==> src/hdl/gtp_pkg.sv <==
package gtp_pkg;

    localparam int PAGE_W          = 12;
    localparam int OFFS_W          = 24;
    localparam int CFG_IDX_W       = 2;
    localparam int CFG_DATA_W      = 12;
    localparam int MAX_PAGES_DEF   = 4096;
    localparam int OFFSET_BITS_DEF = 24;
    localparam int EVQ_DEPTH       = 4;

    localparam logic [PAGE_W-1:0] PAGE_FIELD_MAX = 12'hFFF;

    // register indexes on the config port
    localparam logic [CFG_IDX_W-1:0] CFG_LINE_WIDTH  = 2'd0;
    localparam logic [CFG_IDX_W-1:0] CFG_PAGE_ROWS   = 2'd1;
    localparam logic [CFG_IDX_W-1:0] CFG_DEFAULT_ADV = 2'd2;

    localparam logic [11:0] RST_LINE_WIDTH  = 12'd448;
    localparam logic [7:0]  RST_PAGE_ROWS   = 8'd20;
    localparam logic [7:0]  RST_DEFAULT_ADV = 8'd24;

    typedef struct packed {
        logic [2:0] byte_length;
        logic       is_newline;
        logic [7:0] advance_px;
        logic       last_char;
    } t_item;

    typedef struct packed {
        logic [PAGE_W-1:0] page_number;
        logic [OFFS_W-1:0] page_start_offset;
        logic              is_summary;
        logic              limit_reached;
        logic              last_result;
    } t_result;

    typedef struct packed {
        logic [11:0] line_width_px;
        logic [7:0]  page_rows;
        logic [7:0]  default_advance_px;
    } t_cfg;

    // one classified character: an optional page start and an optional summary
    typedef struct packed {
        logic              page_valid;
        logic [PAGE_W-1:0] page_number;
        logic [OFFS_W-1:0] page_offset;
        logic              summ_valid;
        logic [PAGE_W-1:0] summ_pages;
        logic              limit;
    } t_event;

endpackage

==> src/hdl/gtp_front.sv <==
module gtp_front #(
    parameter int MAX_PAGES   = gtp_pkg::MAX_PAGES_DEF,
    parameter int OFFSET_BITS = gtp_pkg::OFFSET_BITS_DEF
) (
    input  logic            i_clk,
    input  logic            i_rst_n,
    input  gtp_pkg::t_cfg   i_cfg,
    input  logic            i_push,
    input  gtp_pkg::t_item  i_item,
    input  logic            i_evq_full,
    output logic            o_ev_push,
    output gtp_pkg::t_event o_ev
);

    localparam int PG_W = $clog2(MAX_PAGES + 1);

    logic [12:0]            r_fill,    n_fill;
    logic [7:0]             r_lines,   n_lines;
    logic [OFFSET_BITS-1:0] r_pos,     n_pos;
    logic [PG_W-1:0]        r_pages,   n_pages;
    logic                   r_at_ls,   n_at_ls;
    logic                   r_pending, n_pending;
    logic                   r_limit,   n_limit;

    logic        accept;
    logic [7:0]  adv;
    logic [12:0] fill_sum;
    logic        starts;
    logic [7:0]  lpp_eff;
    logic        new_page;
    logic        page_ok;
    logic [31:0] pages32;
    logic [31:0] pages_n32;
    logic [63:0] pos64;

    assign accept   = i_push && !i_evq_full;
    assign adv      = (i_item.advance_px == 8'd0) ? i_cfg.default_advance_px
                                                  : i_item.advance_px;
    assign fill_sum = r_fill + 13'(adv);
    assign lpp_eff  = (i_cfg.page_rows == 8'd0) ? 8'd1 : i_cfg.page_rows;
    assign new_page = r_pending || (r_lines >= lpp_eff);
    assign page_ok  = r_pages < PG_W'(MAX_PAGES);
    assign pages32  = 32'(r_pages);
    assign pages_n32 = 32'(n_pages);
    assign pos64    = 64'(r_pos);

    always_comb begin
        n_fill    = r_fill;
        n_at_ls   = r_at_ls;
        n_lines   = r_lines;
        n_pages   = r_pages;
        n_pending = r_pending;
        n_limit   = r_limit;
        starts    = 1'b0;

        if (i_item.is_newline) begin
            if (r_at_ls) begin
                starts = 1'b1;
            end else begin
                n_at_ls = 1'b1;
                n_fill  = '0;
            end
        end else begin
            if (r_at_ls || (fill_sum > 13'(i_cfg.line_width_px))) begin
                starts = 1'b1;
                if (12'(adv) > i_cfg.line_width_px) begin
                    // too wide even for an empty line: sits alone
                    n_fill  = '0;
                    n_at_ls = 1'b1;
                end else begin
                    n_fill  = 13'(adv);
                    n_at_ls = 1'b0;
                end
            end else begin
                n_fill = fill_sum;
            end
        end

        if (starts) begin
            if (new_page) begin
                if (page_ok) begin
                    n_pages = r_pages + PG_W'(1);
                end else begin
                    n_limit = 1'b1;
                end
                n_pending = 1'b0;
                n_lines   = 8'd1;
            end else begin
                n_lines = r_lines + 8'd1;
            end
        end

        n_pos = r_pos + OFFSET_BITS'(i_item.byte_length);

        o_ev.page_valid  = starts && new_page && page_ok;
        o_ev.page_number = (pages32 > 32'(gtp_pkg::PAGE_FIELD_MAX))
                         ? gtp_pkg::PAGE_FIELD_MAX : pages32[gtp_pkg::PAGE_W-1:0];
        o_ev.page_offset = pos64[gtp_pkg::OFFS_W-1:0];
        o_ev.summ_valid  = i_item.last_char;
        o_ev.summ_pages  = (pages_n32 > 32'(gtp_pkg::PAGE_FIELD_MAX))
                         ? gtp_pkg::PAGE_FIELD_MAX : pages_n32[gtp_pkg::PAGE_W-1:0];
        o_ev.limit       = n_limit;
    end

    assign o_ev_push = accept && (o_ev.page_valid || o_ev.summ_valid);

    always_ff @(posedge i_clk) begin
        if (!i_rst_n) begin
            r_fill    <= '0;
            r_lines   <= '0;
            r_pos     <= '0;
            r_pages   <= '0;
            r_at_ls   <= 1'b1;
            r_pending <= 1'b1;
            r_limit   <= 1'b0;
        end else if (accept) begin
            if (i_item.last_char) begin
                // end of text: stream state back to its start
                r_fill    <= '0;
                r_lines   <= '0;
                r_pos     <= '0;
                r_pages   <= '0;
                r_at_ls   <= 1'b1;
                r_pending <= 1'b1;
                r_limit   <= 1'b0;
            end else begin
                r_fill    <= n_fill;
                r_lines   <= n_lines;
                r_pos     <= n_pos;
                r_pages   <= n_pages;
                r_at_ls   <= n_at_ls;
                r_pending <= n_pending;
                r_limit   <= n_limit;
            end
        end
    end

    a_pending_no_lines: assert property (@(posedge i_clk) disable iff (!i_rst_n)
        r_pending |-> (r_lines == 8'd0))
        else $error("page pending with lines already counted");

    a_pages_bounded: assert property (@(posedge i_clk) disable iff (!i_rst_n)
        r_pages <= PG_W'(MAX_PAGES))
        else $error("page count past limit");

endmodule

==> src/hdl/gtp_queue.sv <==
module gtp_queue (
    input  logic            i_clk,
    input  logic            i_rst_n,
    input  logic            i_push,
    input  gtp_pkg::t_event i_ev,
    output logic            o_full,
    input  logic            i_pop,
    output logic            o_empty,
    output gtp_pkg::t_event o_ev
);

    localparam int DEPTH = gtp_pkg::EVQ_DEPTH;
    localparam int PTR_W = $clog2(DEPTH);
    localparam int CNT_W = $clog2(DEPTH + 1);

    gtp_pkg::t_event r_mem [DEPTH];
    logic [PTR_W-1:0] r_wr, r_rd;
    logic [CNT_W-1:0] r_count;
    logic             do_push, do_pop;

    assign o_full  = (r_count == CNT_W'(DEPTH));
    assign o_empty = (r_count == '0);
    assign do_push = i_push && !o_full;
    assign do_pop  = i_pop && !o_empty;
    assign o_ev    = r_mem[r_rd];

    always_ff @(posedge i_clk) begin
        if (do_push) begin
            r_mem[r_wr] <= i_ev;
        end
    end

    always_ff @(posedge i_clk) begin
        if (!i_rst_n) begin
            r_wr    <= '0;
            r_rd    <= '0;
            r_count <= '0;
        end else begin
            if (do_push) begin
                r_wr <= (r_wr == PTR_W'(DEPTH - 1)) ? '0 : r_wr + PTR_W'(1);
            end
            if (do_pop) begin
                r_rd <= (r_rd == PTR_W'(DEPTH - 1)) ? '0 : r_rd + PTR_W'(1);
            end
            r_count <= r_count + CNT_W'(do_push) - CNT_W'(do_pop);
        end
    end

    a_no_push_full: assert property (@(posedge i_clk) disable iff (!i_rst_n)
        !(i_push && o_full))
        else $error("event pushed into full queue");

    a_count_bounded: assert property (@(posedge i_clk) disable iff (!i_rst_n)
        r_count <= CNT_W'(DEPTH))
        else $error("event queue count overflow");

endmodule

==> src/hdl/gtp_back.sv <==
module gtp_back (
    input  logic             i_clk,
    input  logic             i_rst_n,
    input  logic             i_ev_valid,
    input  gtp_pkg::t_event  i_ev,
    output logic             o_ev_pop,
    input  logic             i_pop,
    output logic             o_empty,
    output gtp_pkg::t_result o_result
);

    logic             r_out_valid;
    gtp_pkg::t_result r_out, n_out;
    logic             r_half, n_half;
    logic             load;
    logic             emit_page;

    // page beat first, summary beat after it when both are due
    assign load      = (!r_out_valid || i_pop) && i_ev_valid;
    assign emit_page = i_ev.page_valid && !r_half;

    always_comb begin
        n_half = r_half;
        if (emit_page) begin
            n_out.page_number       = i_ev.page_number;
            n_out.page_start_offset = i_ev.page_offset;
            n_out.is_summary        = 1'b0;
            n_out.limit_reached     = 1'b0;
            n_out.last_result       = !i_ev.summ_valid;
            n_half                  = i_ev.summ_valid;
        end else begin
            n_out.page_number       = i_ev.summ_pages;
            n_out.page_start_offset = '0;
            n_out.is_summary        = 1'b1;
            n_out.limit_reached     = i_ev.limit;
            n_out.last_result       = 1'b1;
            n_half                  = 1'b0;
        end
    end

    assign o_ev_pop = load && !(emit_page && i_ev.summ_valid);
    assign o_empty  = !r_out_valid;
    assign o_result = r_out;

    always_ff @(posedge i_clk) begin
        if (load) begin
            r_out <= n_out;
        end
    end

    always_ff @(posedge i_clk) begin
        if (!i_rst_n) begin
            r_out_valid <= 1'b0;
            r_half      <= 1'b0;
        end else begin
            if (load) begin
                r_out_valid <= 1'b1;
                r_half      <= n_half;
            end else if (i_pop) begin
                r_out_valid <= 1'b0;
            end
        end
    end

    a_half_has_both: assert property (@(posedge i_clk) disable iff (!i_rst_n)
        r_half |-> (i_ev_valid && i_ev.page_valid && i_ev.summ_valid))
        else $error("split event lost its head entry");

endmodule

==> src/hdl/greedy_text_paginator.sv <==
// channel   direction  handshake         beat
// item      in         i_push / o_full   i_item   (gtp_pkg::t_item)
// result    out        o_empty / i_pop   o_result (gtp_pkg::t_result)
// config    in         i_cfg_we          i_cfg_index, i_cfg_wdata
//
// One character is taken per cycle while the event queue has room; wrap and page
// decisions finish in that cycle. Results leave at one beat per cycle while popped,
// so a character raising both a page start and a summary costs two output beats;
// a 4-entry event queue absorbs this. Results pass the queue, then an output flop.
// Synchronous active-low reset; config registers return to 448 / 20 / 24.
// o_full rises only when the event queue is full; output stalls back up through it.
module greedy_text_paginator #(
    parameter int MAX_PAGES   = gtp_pkg::MAX_PAGES_DEF,
    parameter int OFFSET_BITS = gtp_pkg::OFFSET_BITS_DEF
) (
    input  logic                               i_clk,
    input  logic                               i_rst_n,
    input  logic                               i_push,
    output logic                               o_full,
    input  gtp_pkg::t_item                     i_item,
    output logic                               o_empty,
    input  logic                               i_pop,
    output gtp_pkg::t_result                   o_result,
    input  logic                               i_cfg_we,
    input  logic [gtp_pkg::CFG_IDX_W-1:0]      i_cfg_index,
    input  logic [gtp_pkg::CFG_DATA_W-1:0]     i_cfg_wdata
);

    gtp_pkg::t_cfg   r_cfg;
    gtp_pkg::t_event front_ev, head_ev;
    logic            ev_push, evq_full, evq_empty, ev_pop;

    always_ff @(posedge i_clk) begin
        if (!i_rst_n) begin
            r_cfg.line_width_px      <= gtp_pkg::RST_LINE_WIDTH;
            r_cfg.page_rows          <= gtp_pkg::RST_PAGE_ROWS;
            r_cfg.default_advance_px <= gtp_pkg::RST_DEFAULT_ADV;
        end else if (i_cfg_we) begin
            case (i_cfg_index)
                gtp_pkg::CFG_LINE_WIDTH: begin
                    r_cfg.line_width_px <= i_cfg_wdata;
                end
                gtp_pkg::CFG_PAGE_ROWS: begin
                    r_cfg.page_rows <= i_cfg_wdata[7:0];
                end
                gtp_pkg::CFG_DEFAULT_ADV: begin
                    r_cfg.default_advance_px <= i_cfg_wdata[7:0];
                end
                default: begin
                end
            endcase
        end
    end

    assign o_full = evq_full;

    gtp_front #(
        .MAX_PAGES   (MAX_PAGES),
        .OFFSET_BITS (OFFSET_BITS)
    ) u_front (
        .i_clk      (i_clk),
        .i_rst_n    (i_rst_n),
        .i_cfg      (r_cfg),
        .i_push     (i_push),
        .i_item     (i_item),
        .i_evq_full (evq_full),
        .o_ev_push  (ev_push),
        .o_ev       (front_ev)
    );

    gtp_queue u_queue (
        .i_clk   (i_clk),
        .i_rst_n (i_rst_n),
        .i_push  (ev_push),
        .i_ev    (front_ev),
        .o_full  (evq_full),
        .i_pop   (ev_pop),
        .o_empty (evq_empty),
        .o_ev    (head_ev)
    );

    gtp_back u_back (
        .i_clk      (i_clk),
        .i_rst_n    (i_rst_n),
        .i_ev_valid (!evq_empty),
        .i_ev       (head_ev),
        .o_ev_pop   (ev_pop),
        .i_pop      (i_pop),
        .o_empty    (o_empty),
        .o_result   (o_result)
    );

endmodule

==> config.mk <==
export PLATFORM = sky130hd
export DESIGN_NAME = greedy_text_paginator
export DESIGN_NICKNAME = d
export VERILOG_FILES = /design/src/hdl/gtp_pkg.sv /design/src/hdl/gtp_front.sv /design/src/hdl/gtp_queue.sv /design/src/hdl/gtp_back.sv /design/src/hdl/greedy_text_paginator.sv
export SDC_FILE = /design/constraint.sdc
export NUM_CORES = 1
export LEC_CHECK = 0
export BUFFER_PORTS_ARGS = -buffer_cell sky130_fd_sc_hd__buf_2
export CAP_MARGIN = 20
export CORE_MARGIN = 8
export CORE_UTILIZATION = 40
export CTS_CLUSTER_DIAMETER = 30
export DETAILED_ROUTE_END_ITERATION = 12
export GPL_TIMING_DRIVEN = 0
export PLACE_DENSITY = 0.59
export SLEW_MARGIN = 30
export SYNTH_ARGS = -nofsm -noshare
export SYNTH_HDL_FRONTEND = slang
export SYNTH_SLANG_ARGS = --single-unit
==> constraint.sdc <==
create_clock -name i_clk -period 10.65 [get_ports i_clk]
set_clock_uncertainty 0.2 [all_clocks]
set_input_delay 1.5975 -clock i_clk [delete_from_list [all_inputs] [get_ports i_clk]]
set_output_delay 1.5975 -clock i_clk [all_outputs]
set_load 0.1 [all_outputs]
After elaboration in Yosys (flattened, before gate mapping)
Memory sizes are Yosys's and may differ from the RTL's. A register that Yosys moved wholly into a read port is not among the register bits.
Index checks and enable logic that the tools add are counted.

operators by class
  add/sub/neg operators = 8
  eq/ne operators = 6
  muxes and demuxes = 41
  order comparisons = 6
  reduce and logical (&&, ||, !) cells = 35

operators by type and width
  cell                                                                               count
  13-bit 2-to-1 mux                                                                  8
  8-bit 2-to-1 mux                                                                   6
  39-bit 2-to-1 mux                                                                  1
  13-bit by 12-bit greater-than comparator with 1-bit output, second input constant  2
  24-bit by 3-bit adder with 24-bit output                                           1
  12-bit 2-to-1 mux                                                                  2
  24-bit 2-to-1 mux                                                                  1
  1-bit 2-to-1 mux                                                                   19
  8-bit logical NOT                                                                  2
  13-bit by 1-bit adder with 13-bit output, second input constant                    1
  13-bit by 8-bit adder with 13-bit output                                           1
  13-bit by 12-bit greater-than comparator with 1-bit output                         1
  13-bit less-than comparator, second input constant                                 1
  8-bit by 12-bit greater-than comparator with 1-bit output                          1
  2-bit AND reduction                                                                6
  1-bit logical AND                                                                  10
  8-bit by 1-bit adder with 8-bit output, second input constant                      1
  8-bit greater-or-equal comparator                                                  1
  2-bit 2-to-1 mux                                                                   4
  2-bit == test, second input constant                                               3
  1-bit logical NOT                                                                  6
  2-bit nonzero test                                                                 3
  2-bit by 1-bit adder with 2-bit output, second input constant                      2
  1-bit logical OR                                                                   4
  9 further kinds                                                                    9

storage, ports and cells
  register bits = 137
  logic and storage cells = 117
  input port bits = 32
  memories = 1
  memory bits (writable) = 204
  output and inout bits = 41

memories
  name           depth  width  read ports  clocked after Yosys merged registers in  write ports  line             source
  u_queue.r_mem  4      51     1           1                                        1            gtp_queue.sv:16  gtp_pkg::t_event r_mem [DEPTH];

Logic depth before layout (Yosys ltp)
  depth after elaboration = 14
  gate-level depth with buffers = 26
  depth with buffers taken out = 25

By module
From an unflattened synthesis, not the netlist that was laid out.

second synthesis, totals
  cell total of the unflattened synthesis = 1,129
  area total of the unflattened synthesis = 15,242.1 µm²

by module, submodules not included
  module                 cells each  sequential area each (µm²)  instances  area an instance (µm²)
  gtp_queue              319         6,306.0                     1          7,900.1
  gtp_front              603         1,221.2                     1          4,550.6
  gtp_back               95          1,211.2                     1          1,664.1
  greedy_text_paginator  112         560.5                       1          1,127.3

Least setup slack after synthesis
Ideal clock, no wire load.

  kind = in2reg
  start = in i_item[3] (netlist bit)
  end = mem u_queue.r_mem[3][0] (netlist bit), enable pin
  arrival = 6,820 ps
  library setup time = 414 ps
  setup slack = 3,216 ps
  path buffers = 1
  stages on the path = 20
  required time = 10,036 ps
  cell sequence = nor4_1 nand2_1 nor3_1 a21oi_1 inv_1 ha_1 a211oi_1 o21ai_0 a31oi_1 nor2_1 xor2_1 ha_1 and3_1 nand4_1 o21ai_0 a211o_1 and3b_1 buf_2 o41ai_4 and2_1

on the way
  cells in the longest elaborated chain, start to end = 14

ends and longest elaborated chain
  item                                                            line                         source
  start: declaration                                              greedy_text_paginator.sv:20  input gtp_pkg::t_item i_item,
  8-bit logical NOT                                               gtp_front.sv:37              assign adv = (i_item.advance_px == 8'd0) ? i_cfg.default_advance_px
  8-bit 2-to-1 mux (*)                                            gtp_front.sv:37
  13-bit by 8-bit adder with 13-bit output (*)                    gtp_front.sv:39              assign fill_sum = r_fill + 13'(adv);
  13-bit by 12-bit greater-than comparator with 1-bit output (*)  gtp_front.sv:64              if (r_at_ls || (fill_sum > 13'(i_cfg.line_width_px))) begin
  1-bit logical OR (*)                                            gtp_front.sv:64
  1-bit 2-to-1 mux (*)                                            gtp_front.sv:64
  1-bit 2-to-1 mux (*)                                            gtp_front.sv:56              if (i_item.is_newline) begin
  1-bit logical AND (*) (2 in series)                             gtp_front.sv:95              o_ev.page_valid = starts && new_page && page_ok;
  1-bit logical OR (*)                                            gtp_front.sv:105             assign o_ev_push = accept && (o_ev.page_valid || o_ev.summ_valid);
  1-bit logical AND (*)                                           gtp_front.sv:105
  1-bit logical AND (*)                                           gtp_queue.sv:23              assign do_push = i_push && !o_full;
  named net u_queue.do_push                                       gtp_queue.sv:19              logic do_push, do_pop;
  1-bit 2-to-1 mux (*)                                            gtp_queue.sv:28              if (do_push) begin
  1-bit 2-to-1 mux (implied by the code) (*)                      gtp_queue.sv:29              r_mem[r_wr] <= i_ev;
  end: declaration                                                gtp_queue.sv:16

The timed path passes the listed nets; every way through them passes the cells marked *.

Worst setup path in the final report
  start = in i_item[3] (netlist bit)
  end = reg u_queue.r_count[2]

on the way
  cells in the longest elaborated chain, start to end = 14

ends and longest elaborated chain
  item                                                            line              source
  8-bit logical NOT                                               gtp_front.sv:37
  8-bit 2-to-1 mux (*)                                            gtp_front.sv:37
  13-bit by 8-bit adder with 13-bit output (*)                    gtp_front.sv:39
  13-bit by 12-bit greater-than comparator with 1-bit output (*)  gtp_front.sv:64
  1-bit logical OR (*)                                            gtp_front.sv:64
  1-bit 2-to-1 mux (*)                                            gtp_front.sv:64
  1-bit 2-to-1 mux (*)                                            gtp_front.sv:56
  1-bit logical AND (*) (2 in series)                             gtp_front.sv:95
  1-bit logical OR (*)                                            gtp_front.sv:105
  1-bit logical AND (*)                                           gtp_front.sv:105
  1-bit logical AND (*)                                           gtp_queue.sv:23
  named net u_queue.do_push                                       gtp_queue.sv:19
  3-bit by 1-bit adder with 3-bit output (*)                      gtp_queue.sv:45   r_count <= r_count + CNT_W'(do_push) - CNT_W'(do_pop);
  3-bit by 1-bit subtractor with 3-bit output (*)                 gtp_queue.sv:45
  end signal: assignment                                          gtp_queue.sv:45
  end: declaration                                                gtp_queue.sv:18   logic [CNT_W-1:0] r_count;

Marks and branches as above.
A chain may end at the register's enable or synchronous reset.

==> results.txt <==
First-pass GRT wire length - 53.65 mm
CTS H-tree lvls - 3
CTS Buf Count - 75
Core area - 37220 µm²
Max-cap viol count - 0
Sink Count - 343
Avg Cell Area, Syn - 13.58 µm²
Vias in the first global route - 9793
Total design power - 0.005741 W
Critical Path Start Type - input pin
CP arrival - 7750 ps
Synth unique cells - 66
Rows - 71
Die X - 209.3 µm
Setup CP Type - in2reg
Unrepaired setup endpoints after global routing - no
Yosys reg bits - 343
Post-DP HPWL - 22.62 mm
Final Instance Count excl. Fillers - 1792
Clock slew at reported path FFs - 40 ps
Synth Instances - 1101
Later-pin clock latency in the skew report - 580 ps
CTS resizes - 0
Routed len/inst - 18.66 µm
Share of layout cells above drive strength 1 - 23.23%
Power per cell area - 306.7 nW/µm²
FMAX - 133.0 MHz
Routed vias/inst - 5.257
Final ANT Viol Nets - 0
Largest net degree at the start of global routing - 37
Tmin final - 7521 ps
Rel. slew slack - 33.97%
Initial DRC count - 540
Nature of the critical path endpoint - flop
Via count - 9421
Die area - 43830 µm²
Post-CTS Setup Bufs - 0
Max-slew violation count - 0
Area growth syn-to-layout - 25.18%
Count of final setup violators - 0
Post-synthesis sequential area ratio - 62.19%
Total gr overflow - 0
Layout Nets - 1339
Die height - 209.3 µm
CTS tree - built
Ys async rst share - 0%
Detailed Route WL - 33.44 mm
Lkg Pwr - 6.965 nW
Hold Crit Class - reg2reg
Initial Utilization - 40.17%
Peak VDD IR - 0.0001445 V
Max FO, Critical Path - 9
Warnings, synthesis - 0
Final hold violation count - 0
Worst-margin pin slew - 990.4 ps
Hold_buf cts - 0
Placer Congestion - 0.8525
Initial antenna violation count - 3
Input/output buffers - 71
Most common flop cell mapped by yosys - edfxtp_1
First drt pass iteration count - 5
Ports - 73
CTS Buffer Depth - 3
Total track usage - 15.37%
# DRC - 0
Syn nets - 1185
Placed insts - 1652
Period utilisation layout - 70.62%
CTS root buffer - clkbuf_16
Req. time, crit path - 10880 ps
Setup Total Neg Slack - 0 ps
EDFF count, synth - 243
Cell area after synthesis - 14950 µm²
Status - finished clean
==> worst max-delay path, stage by stage <==
cell and delay, ps:
buf_2 100, nor4_1 260, nand2_1 120, nor3_1 530
a21oi_1 270, inv_1 150, ha_1 290, a211oi_1 370
o21ai_0 190, a31oi_1 420, nor2_1 100, xor2_1 250
ha_1 290, and3_1 180, nand4_1 90, o21ai_0 120
a211o_1 370, and3b_1 190, buf_2 180, o41ai_4 620
ha_1 250, inv_1 50, fa_1 370, xor2_1 190
xnor2_1 140, nor2_1 50
==> synth_stat cells (7+ instances only) <==
cell type | instances | area [µm²]
a21o_1 | 9 | 67.56
a21oi_1 | 51 | 255.2
a31oi_1 | 14 | 87.58
and2_1 | 10 | 62.56
and3_1 | 37 | 231.5
buf_1 | 8 | 30.03
buf_2 | 8 | 40.04
clkbuf_1 | 28 | 105.1
dfxtp_1 | 100 | 2002
edfxtp_1 | 243 | 7297
ha_1 | 49 | 613.1
inv_1 | 54 | 202.7
mux2_2 | 13 | 146.4
mux2i_1 | 17 | 170.2
mux4_2 | 51 | 1149
nand2_1 | 85 | 319.1
nand2b_1 | 11 | 68.82
nand3_1 | 35 | 175.2
nand3b_1 | 7 | 52.55
nand4_1 | 13 | 81.33
nor2_1 | 69 | 259.0
nor3_1 | 13 | 65.06
o211ai_1 | 11 | 82.58
o21ai_0 | 21 | 105.1
o221ai_2 | 8 | 120.1
or2_2 | 7 | 43.79
or3_1 | 13 | 81.33
or4_1 | 7 | 52.55
xnor2_1 | 13 | 113.9
xor2_1 | 22 | 192.7
==> cell families after synthesis <==
family                     share of synthesized area [%]
xor gates and xnor gates                           2.050
and+or+nand+nor                                    11.32
buffers and inverters                              2.736
muxes                                              9.798
DFF                                                62.19
AOI/OAI and AO/OA                                  7.405
adders and majority gates                          4.502
==> state kept, by name (all words and copies together) (netlist names), named ones only <==
signal and cells:
u_queue.r_count 3, u_front.r_lines 8, u_back.r_half 1, r_cfg 28
u_queue.r_rd 2, u_back.r_out_valid 1, u_front.r_fill 13, u_front.r_pos 24
u_front.r_at_ls 1, u_queue.r_wr 2, u_front.r_pending 1, u_front.r_limit 1
u_queue.r_mem 204, u_front.r_pages 13, u_back.o_result 39
==> placed cells by master (no fill, tap or decap), drive strengths merged, types with 13 or more instances in the layout <==
master    n
edfxtp  243
clkbuf  119
dfxtp   100
buf      94
nand2    86
nor2     69
inv      58
mux4     51
a21oi    51
ha       49
and3     37
nand3    35
clkinv   28
xor2     22
o21ai    22
mux2i    17
a31oi    14
nor3     13
nand4    13
xnor2    13
mux2     13
or3      13
==> routing by layer <==
metal | GRT usage (%) | vias up | part of all wire, %
met5 | 0 | - | 0.039
met4 | 5.055 | 2 | 2.1
met3 | 3.446 | 57 | 4.9
met2 | 25.06 | 237 | 47
met1 | 20.15 | 4612 | 46
li1 | - | 4513 | -
==> final cells by class <==
type                            instances  area, µm²
Inverter                               54      202.7
Buffer                                 48      209.0
Tap cell                              474      593.1
Fill cell                            3147      18500
Antenna cell                            1      2.502
Clock buffer                           88       1956
Timing Repair Buffer                   77      490.5
Clock inverter                         51      699.4
Sequential cell                       343       9299
Multi-Input combinational cell        656       5266
==> through the flow <==
stage                     util [%]  setup WS (ps)  hold WS [ps]  instance area, µm²
after floorplan                  -           3216         227.2               14950
after global placement       42.72           1169         243.6               15900
after detailed placement     43.14           2653         247.9               16060
after CTS                    50.27           3209         258.3               18710
after global routing         50.28           2424         280.8               18720
final                        50.29           3129         255.1               18720
==> path summary, 6_finish.rpt <==
check / end / slack [ps] / cells after the start / from
max: u_queue.r_count[2] / 3130 / 26 / i_item[3]
min: r_cfg[21] / 260 / 2 / r_cfg[21]
max reg2reg: u_queue.r_count[2] / 4550 / 23 / r_cfg[0]
min reg2reg: r_cfg[21] / 260 / 2 / r_cfg[21]
==> power by group <==
part           leakage (nW)  internal [W]  total, W  switching (W)
clock network          1.27       0.00162   0.00237       0.000755
registers              3.03       0.00173   0.00179      0.0000607
logic                  2.66      0.000474   0.00158        0.00110
(Power assumes the default switching activity.)
